[config.mk]
export PLATFORM = sky130hd
export DESIGN_NAME = swi_divider
export DESIGN_NICKNAME = d
export VERILOG_FILES = /design/src/hw/rtl/swi_pkg.sv /design/src/hw/rtl/swi_divider.sv
export SDC_FILE = /design/constraint.sdc
export NUM_CORES = 1
export LEC_CHECK = 0
export CORE_MARGIN = 2
export CORE_UTILIZATION = 45
export CTS_BUF_LIST = sky130_fd_sc_hd__clkbuf_16
export CTS_CLUSTER_DIAMETER = 30
export DETAILED_ROUTE_END_ITERATION = 7
export DONT_BUFFER_PORTS = 1
export PLACE_DENSITY_LB_ADDON = 0.1
export SYNTH_ARGS = -nofsm -noshare
export SYNTH_HDL_FRONTEND = slang
export SYNTH_SLANG_ARGS = --single-unit
[constraint.sdc]
create_clock -name clk -period 3.85 [get_ports clk]
set_input_delay 0.77 -clock clk [delete_from_list [all_inputs] [get_ports clk]]
set_output_delay 0.77 -clock clk [all_outputs]
set_load 0.05 [all_outputs]
[src/hw/rtl/swi_pkg.sv]
// Shared types and constants for the station width interpolator.
// Holds the transaction payload structs and the table entry layout; no dependencies.
package swi_pkg;

	localparam int STATION_W = 24;
	localparam int WIDTH_W   = 16;
	localparam int PROD_W    = STATION_W + WIDTH_W;
	localparam int INDEX_W   = 6;
	localparam int COUNT_W   = 7;
	localparam int STEP_W    = $clog2(WIDTH_W);
	localparam int CFG_IDX_W = 2;
	localparam int CFG_DAT_W = 16;

	localparam logic [CFG_IDX_W-1:0] CFG_SECTION_COUNT = 2'd0;
	localparam logic [CFG_IDX_W-1:0] CFG_DEFAULT_LEFT  = 2'd1;
	localparam logic [CFG_IDX_W-1:0] CFG_DEFAULT_RIGHT = 2'd2;

	localparam logic CMD_WRITE = 1'b0;
	localparam logic CMD_QUERY = 1'b1;

	typedef struct packed {
		logic                 cmd;
		logic [INDEX_W-1:0]   entry_index;
		logic [STATION_W-1:0] entry_station;
		logic [WIDTH_W-1:0]   entry_left_width;
		logic [WIDTH_W-1:0]   entry_right_width;
		logic [STATION_W-1:0] query_station;
	} in_item_t;

	typedef struct packed {
		logic [WIDTH_W-1:0] left_wd;
		logic [WIDTH_W-1:0] right_wd;
		logic               used_default;
	} out_item_t;

	typedef struct packed {
		logic [STATION_W-1:0] station;
		logic [WIDTH_W-1:0]   left;
		logic [WIDTH_W-1:0]   right;
	} entry_t;

endpackage

[src/hw/rtl/swi_divider.sv]
// Restoring divider, one quotient bit per cycle, for the interpolation quotient.
// The dividend must be below divisor * 2^WIDTH_W. Depends on swi_pkg.
module swi_divider (
	input  logic                          clk,
	input  logic                          arst_n,
	input  logic                          start,
	input  logic [swi_pkg::PROD_W-1:0]    dividend,
	input  logic [swi_pkg::STATION_W-1:0] divisor,
	output logic [swi_pkg::WIDTH_W-1:0]   quotient,
	output logic                          done
);

	localparam int SW = swi_pkg::STATION_W;
	localparam int WW = swi_pkg::WIDTH_W;

	logic                         run_q;
	logic                         done_q;
	logic [swi_pkg::STEP_W-1:0]   cnt_q;
	logic [SW-1:0]                rem_q;
	logic [WW-1:0]                low_q;
	logic [WW-1:0]                quo_q;
	logic [SW-1:0]                div_q;
	logic [SW:0]                  trial;
	logic [SW:0]                  diff;
	logic                         fits;

	assign trial = {rem_q, low_q[WW-1]};
	assign fits  = trial >= {1'b0, div_q};
	assign diff  = trial - {1'b0, div_q};

	always_ff @(posedge clk or negedge arst_n) begin
		if (!arst_n) begin
			run_q  <= 1'b0;
			done_q <= 1'b0;
			cnt_q  <= '0;
		end else if (start) begin
			run_q  <= 1'b1;
			done_q <= 1'b0;
			cnt_q  <= swi_pkg::STEP_W'(WW - 1);
		end else if (run_q) begin
			cnt_q <= cnt_q - 1'b1;
			if (cnt_q == '0) begin
				run_q  <= 1'b0;
				done_q <= 1'b1;
			end
		end else begin
			done_q <= 1'b0;
		end
	end

	always_ff @(posedge clk) begin
		if (start) begin
			rem_q <= dividend[swi_pkg::PROD_W-1:WW];
			low_q <= dividend[WW-1:0];
			div_q <= divisor;
		end else if (run_q) begin
			// partial remainder stays below the divisor, so it fits SW bits
			rem_q <= fits ? diff[SW-1:0] : trial[SW-1:0];
			low_q <= {low_q[WW-2:0], 1'b0};
			quo_q <= {quo_q[WW-2:0], fits};
		end
	end

	assign quotient = quo_q;
	assign done     = done_q;

endmodule

**Word level (Yosys, flattened, before mapping)**

Index checks and enable logic that the tools add are counted.

- Word-level logic and storage cells: 28
- Register bits: 86

- Bitwise logic cells: 1
- Muxes and demuxes: 13
- Order comparisons: 1
- Equality and inequality tests: 1
- Reductions and logical operators: 3
- Add/sub/neg operators: 2

Operator list:

| cell | number |
|---|---|
| two-way mux 24 bit | 3 |
| two-way mux 16 bit | 2 |
| >= comparator 25 x 24 -> 1 bit | 1 |
| subtractor 24 bit | 1 |
| two-way mux 4 bit | 2 |
| two-way mux 1 bit | 6 |
| zero test 4 bit | 1 |
| subtractor 4 x 1 -> 4 bit (second input constant) | 1 |
| != test 3 x 2 -> 1 bit (second input constant) | 1 |
| AND reduction 2 bit | 1 |
| nonzero test 2 bit | 1 |
| inverter 1 bit | 1 |

**Logic depth before layout (Yosys ltp)**

Gate-level depths: netlist of the first run.

- Depth after elaboration: 4
- Depth in mapped cells: 14
- Depth with buffers taken out: 12

**Worst setup path after synthesis of the first run**

No wires, ideal clock.

- Kind: register to register
- Start: reg rem_q[0]
- End: reg rem_q[4], data pin
- Data arrival time: 2.718 ns
- Cell stages (with the launch flop): 13
- Setup slack: 0.872 ns
- Buffers on the path: 2
- Library setup time: 0.260 ns
- Data required time: 3.590 ns
- Path through: edfxtp_1 ha_1 nor2b_1 o2111ai_1 and4b_4 o21ai_4 a311oi_4 o41a_1 buf_6 inv_2 buf_6 mux2_4 mux2_2

- Word-level cells in the longest chain between the ends: 4
- Elaborated cells between the ends (all ways): 5
- Classes of those cells: add/sub: 1; order compare: 1; mux: 3

Ends and longest elaborated chain:

| item | line | RTL |
|---|---|---|
| from (decl) | swi_divider.sv:19 | `logic [SW-1:0] rem_q;` |
| from (signal assigned) | swi_divider.sv:53 | `rem_q <= dividend[swi_pkg::PROD_W-1:WW];` |
| from (signal assigned) | swi_divider.sv:58 | `rem_q <= fits ? diff[SW-1:0] : trial[SW-1:0];` |
| >= comparator 25 x 24 -> 1 bit | swi_divider.sv:28 | `assign fits = trial >= {1'b0, div_q};` |
| via fits | swi_divider.sv:25 | `logic fits;` |
| two-way mux 24 bit | swi_divider.sv:58 |  |
| two-way mux 24 bit | swi_divider.sv:56 | `end else if (run_q) begin` |
| two-way mux 24 bit | swi_divider.sv:52 | `if (start) begin` |

The timed path passes the listed nets, and every way through them passes these cells. The select of a mux whose other input is x is not followed.
A chain may end at the register's enable or synchronous reset.

**Final worst setup path of the first run**

- Start: reg low_q[15]
- End: reg rem_q[16], data pin

- Word-level cells in the longest chain between the ends: 4
- Elaborated cells between the ends (all ways): 5
- Classes of those cells: add/sub: 1; order compare: 1; mux: 3

Ends and longest elaborated chain:

| item | line | RTL |
|---|---|---|
| from (decl) | swi_divider.sv:20 | `logic [WW-1:0] low_q;` |
| from (signal assigned) | swi_divider.sv:54 | `low_q <= dividend[WW-1:0];` |
| from (signal assigned) | swi_divider.sv:59 | `low_q <= {low_q[WW-2:0], 1'b0};` |
| subtractor 24 bit / >= comparator 25 x 24 -> 1 bit (equally long branches) | swi_divider.sv:29, swi_divider.sv:28 |  |
| two-way mux 24 bit (*) | swi_divider.sv:58 |  |
| two-way mux 24 bit (*) | swi_divider.sv:56 |  |
| two-way mux 24 bit (*) | swi_divider.sv:52 |  |

Mark *: on every way between the ends. The rest lies on a longest branch, timed or not. The select of a mux whose other input is x is not followed.

==> results of run 1 <==
==> kinds of logic (layout without fill, tap and decap cells) <==
kind of cell	after synthesis	after routing	share of synthesized area [%]
multiplexers	26	26	6.00
XOR/XNOR	24	24	4.36
buffers and inverters	50	52	4.23
AND/OR/NAND/NOR	103	103	11.0
adder cells (fa/ha/maj)	26	26	6.91
AO/OA/AOI/OAI	97	97	14.5
flip-flops	86	86	53.0
==> per-stage QoR <==
| stage | setup WS [ps] | hold slack, ps |
|---|---|---|
| after detailed placement | 709 | 475 |
| after CTS | 684 | 99.5 |
| after floorplan | 872 | 474 |
| after global placement | 683 | 475 |
| final | 683 | 118 |
| after global routing | 496 | 91.6 |
==> area by class of cell <==
class / count / area (um^2)
flip-flops and latches: 86 / 2550
inverters: 34 / 128
fillers: 938 / 5180
repair buffers: 2 / 15.0
clock inverters: 7 / 37.5
well taps: 136 / 170
clock buffers: 9 / 225
multi-input cells: 276 / 2060
==> worst min-delay path by stage <==
stage,from,to,slack (ps),cells past startpoint
floorplan,arst_n,cnt_q[0],470,0
finish,arst_n,cnt_q[0],120,0
global placement,arst_n,done,470,0
detailed placement,arst_n,done,470,0
global route,arst_n,cnt_q[0],90,0
CTS,arst_n,cnt_q[0],100,0
==> flip-flops by register name, indices dropped and copies added (netlist names) <==
signal / flops
rem_q: 24
div_q: 24
quotient: 16
run_q: 1
low_q: 16
done: 1
cnt_q: 4
==> power by group <==
| part | internal [mW] | leakage [nW] | switching [mW] | total (mW) |
|---|---|---|---|---|
| clock network | 0.428 | 0.139 | 0.349 | 0.777 |
| logic | 0.748 | 0.987 | 0.974 | 1.72 |
| registers | 1.27 | 0.884 | 0.154 | 1.42 |
| total | 2.44 | 2.01 | 1.48 | 3.92 |
==> layout by cell type, fill, tap and decap left out, types with 13 or more instances in the layout <==
cell,instances
nor2_1,14
xnor2_1,13
inv_1,36
mux2_2,19
ha_1,25
a21oi_1,26
nand2_1,36
edfxtp_1,80
o21ai_0,15
==> per-layer routing <==
layer	GRT usage, %	part of all wire, %	up-vias
met2	26.8	45	79
met3	6.78	6.8	12
met4	5.86	1.5	0
met1	24.0	47	1491
li1	-	-	1522
met5	0	0	-
==> out/metrics.yaml, run 1 <==
vdd_drop_max_uv: 359
drive_gt1_share_pct: 10.9
rr_startpoint: "low_q[15]"
min_period_ps: 3170
crit_family: "compound AO/OA/AOI/OAI gates"
cts_root_buffer: "clkbuf_16"
yosysWarnings: 0
netlist_area_um2: 4820
stdcell_area_um2: 5190
track_usage_pct: 17.9
rsz0062_at_grt: "false"
synth.most_common_cell: "edfxtp_1"
clk_path_buf_depth: 2
synth.top_cells.by_count: "edfxtp_1, nand2_1, inv_1, a21oi_1, ha_1"
clkTransAtPathRegs_ps: 60
placed_area_um2: 4930
synthCells: 412
die_h_um: 107
synth_nets: 505
cp_slowest_cell: "fa_1"
vias_per_cell: 5.64
power_mw: 3.92
drc: 0
grt_pass1_vias: 3126
ioPinCount: 84
status: "finished, final reports clean"
cts_resized: 0
diodes: 0
firstDrtPassIters: 4
yosysUniqueCellTypes: 58
synth_area_leaders: "edfxtp_1, ha_1, mux2_2"
fin_crit_sh_pct: 82.3
drv_slew: 0
start_kind: "flip-flop"
grt_pass1_wl_mm: 15.7
drv_cap: 0
antenna_left: 0
worst_slew_pin_slew_ps: 1060
synth_seq_cells: 86
synth_top_area_share_pct: 49.9
routed_wl_mm: 9.54
critPathBufInv: 2
cts_sinks: 86
vias: 3104
reg2reg_to: "rem_q[16]"
skew_ps: 4.72
initial_core_util_pct: 46.5
htree_levels: 3
worstPathArrival_ps: 3260
hold_viol_final: 0
cts_hold_buf: 0
yosysSeqAreaShare_pct: 53.0
gp_congestion: 0.856
hpwl_mm: 6.57
powerDensity_nw_per_um2: 755
antenna_found_initial: 1
setup_tns_ps: 0
final_nets: 502
cts_made_buffers: 9
cp_max_fo: 4
cp_cell_sequence: "inv_1, ha_1, inv_1, fa_1, a21oi_1, o2111ai_1, a21o_1, a211o_1, a21oi_1, xor2_1, nor3_1, a221o_1"
area_growth_pct: 7.71
hp-class: "in2async"
yosys.area.top_type: "edfxtp_1"
max-slew-margin-rel_pct: 29.5
syn_avg_cell_area_um2: 11.7
die_area_um2: 11600
clk-insertion-delay-late_ps: 340
cp.depth: 12
io_buffer_count: 0
routedWlPerCell_um: 17.3
fin_cells: 550
reg2reg_depth: 12
crit_type: "reg2reg"
place_inst: 534
synth-edff-count: 80
slowest_delay_ps: 400
ys.flop_type: "edfxtp_1"
coreArea_um2: 10400
rows: 37
post_cts.repair.setup_buffers: 0
postLayoutCoreUtil_pct: 50.0
fmaxAchievable_mhz: 316
grt_max_degree: 106
cp.required_ps: 3940
initialDrtViolationCount: 151
setup.worst_path.end: "rem_q[16]"
cts_tree: "yes"
async_reset_ff_share_pct: 6.98
leakage_nw: 2.01
worst_setup_path_end_kind: "flip-flop"
reg2reg_slack_ps: 680
setup_viol_count_final: 0
die_w_um: 107
startpoint: "low_q[15]"
overflow: 0
(Power assumes the default switching activity.)
==> run 2: changes to the inputs <==
- clock period: 3.85 -> 3.1 ns (I/O delays scaled with it)
==> run 2 against run 1 <==
First-iteration DRC count is 34% lower. Fmax is 6.2% higher. Largest cell class unchanged. Die area unchanged. Critical endpoint is now rem_q[3].
==> out/metrics.yaml, run 2 (same netlist as run 1, synthesis figures left out) <==
drive_gt1_share_pct: 13.0  # was 10.9%
start_kind: "flip-flop"  # unchanged
antenna_found_initial: 0  # was 1
drc: 0  # unchanged
diodes: 0  # unchanged
max-slew-margin-rel_pct: 31.5  # was 29.5%
status: "finished, final reports clean"  # unchanged
cts_made_buffers: 9  # unchanged
setup_tns_ps: 0  # unchanged
die_h_um: 107  # unchanged
stdcell_area_um2: 5280  # was 5190 um^2
holdWs_ps: 364  # was 118 ps
clk_path_buf_depth: 2  # unchanged
ioPinCount: 84  # unchanged
coreArea_um2: 10400  # unchanged
gp_congestion: 0.852  # was 0.856
vias: 3084  # was 3,104
die_w_um: 107  # unchanged
place_inst: 542  # was 534
drv_slew: 0  # unchanged
grt_pass1_wl_mm: 15.6  # was 15.7 mm
reg2reg_to: "rem_q[3]"  # was rem_q[16]
setup_slack_ps: 118  # was 683 ps
worst_slew_pin_slew_ps: 1030  # was 1060 ps
cts_tree: "yes"  # unchanged
worstPathArrival_ps: 3080  # was 3260 ps
cp_slowest_cell: "edfxtp_1"  # was fa_1
antenna_left: 0  # unchanged
track_usage_pct: 17.8  # was 17.9%
skew_ps: 6.57  # was 4.72 ps
routedWlPerCell_um: 17.1  # was 17.3 um
die_area_um2: 11600  # unchanged
htree_levels: 3  # unchanged
cp_max_fo: 4  # unchanged
hp-class: "in2reg"  # was in2async
slowest_delay_ps: 390  # was 400 ps
crit_family: "compound AO/OA/AOI/OAI gates"  # unchanged
grt_pass1_vias: 3089  # was 3,126
initialDrtViolationCount: 100  # was 151
hold_depth: 0
final_cell_mix: "edfxtp_1, nand2_1, inv_1"  # was edfxtp_1, inv_1, nand2_1
clk-insertion-delay-late_ps: 350  # was 340 ps
fin_cells: 559  # was 550
overflow: 0  # unchanged
cts_root_buffer: "clkbuf_16"  # unchanged
min_period_ps: 2980  # was 3170 ps
final_common_cell: "edfxtp_1"  # unchanged
dp_slack_ps: 116  # was 709 ps
io_buffer_count: 0  # unchanged
placed_area_um2: 4990  # was 4930 um^2
initial_core_util_pct: 46.5  # unchanged
fin_crit_sh_pct: 96.2  # was 82.3%
rr_startpoint: "rem_q[0]"  # was low_q[15]
crit_type: "reg2reg"  # unchanged
rsz0062_at_grt: "true"  # was false
cp_cell_sequence: "ha_1, nor2b_1, o2111ai_1, and4b_4, o21ai_4, a311oi_4, o41a_1, inv_2, mux2_2, mux2_2"  # was inv_1, ha_1, inv_1, fa_1, a21oi_1, o2111ai_1, a21o_1, a211o_1, a21oi_1, xor2_1, nor3_1, a221o_1
cp.depth: 10  # was 12
multiInputGateArea_um2: 2070  # was 2060 um^2
hold_viol_final: 0  # unchanged
drv_cap: 0  # unchanged
fmaxAchievable_mhz: 335  # was 316 MHz
rows: 37  # unchanged
hpwl_mm: 6.73  # was 6.57 mm
hp-start: "divisor[11]"
setup_viol_count_final: 0  # unchanged
clkTransAtPathRegs_ps: 60  # about the same
final_nets: 511  # was 502
reg2reg_slack_ps: 120  # was 680 ps
cp.required_ps: 3200  # was 3940 ps
reg2reg_depth: 10  # was 12
area_growth_pct: 9.50  # was 7.71%
leakage_nw: 2.05  # was 2.01 nW
worst_setup_path_end_kind: "flip-flop"  # unchanged
crit_top_cell: "mux2_2"
grt_max_degree: 106  # unchanged
largestRegisters: "div_q: 24 flops, rem_q: 24 flops"  # unchanged
cts_sinks: 86  # unchanged
vdd_drop_max_uv: 505  # was 359 uV
powerDensity_nw_per_um2: 942  # was 755 nW/um^2
fillers: 934  # was 938
regArea_um2: 2550  # unchanged
firstDrtPassIters: 4  # unchanged
routed_wl_mm: 9.59  # was 9.54 mm
critPathBufInv: 1  # was 2
worst_hold_path.endpoint: "div_q[11]"
vias_per_cell: 5.52  # was 5.64
-- run 2: final cells by class --
class,instances,share of cell area [%]
repair buffers,11,1.68
flip-flops and latches,86,48.4
clock buffers,9,4.27
multi-input cells,276,39.2
inverters,34,2.42
clock inverters,7,0.783
well taps,136,3.23
-- run 2: what timing repair did --
action / CTS / global route
setup buffers: 0 / 0
resized for setup: 0 / 4
endpoints found under the hold margin: 6 / 0
hold buffers: 1 / 0
endpoints found under the setup margin: 0 / 5
-- run 2: how the worst max path moves through the flow --
stage	endpoint	start
3_5_place_dp	rem_q[16]	low_q[15]
6_report	rem_q[3]	rem_q[0]
5_1_grt	rem_q[7]	rem_q[0]
4_1_cts	rem_q[16]	low_q[15]
3_3_place_gp	rem_q[16]	low_q[15]
2_1_floorplan	rem_q[4]	rem_q[0]
-- run 2: per-layer routing --
layer,vias to the layer above,share of wire (%),GRT usage [%]
met5,-,0,0
met1,1480,47,23.6
met3,9,5.8,7.14
li1,1536,-,-
met4,0,1.2,5.13
met2,59,46,26.9
-- run 2: where the power goes --
group          internal (mW)  switching (mW)  leakage [nW]
sequential              1.57           0.183         0.884
clock                  0.536           0.442         0.132
combinational           1.01            1.23          1.03
total                   3.12            1.85          2.05
-- run 2: per-stage QoR --
step                power [mW]  utilization, %
global placement          3.98            48.1
CTS                       5.01            50.8
floorplan                 3.50               -
finish                    4.97            50.9
detailed placement        3.99            48.1
global route              5.36            50.9
-- run 2: worst reg2reg max path, delay by kind of cell, from the launching register on --
family          cells  cell delay [ps]
compound gates      4              900
fa+ha+maj           1              300
buf+inv             1              140
flops               1              390
mux                 2              590
simple gates        2              410
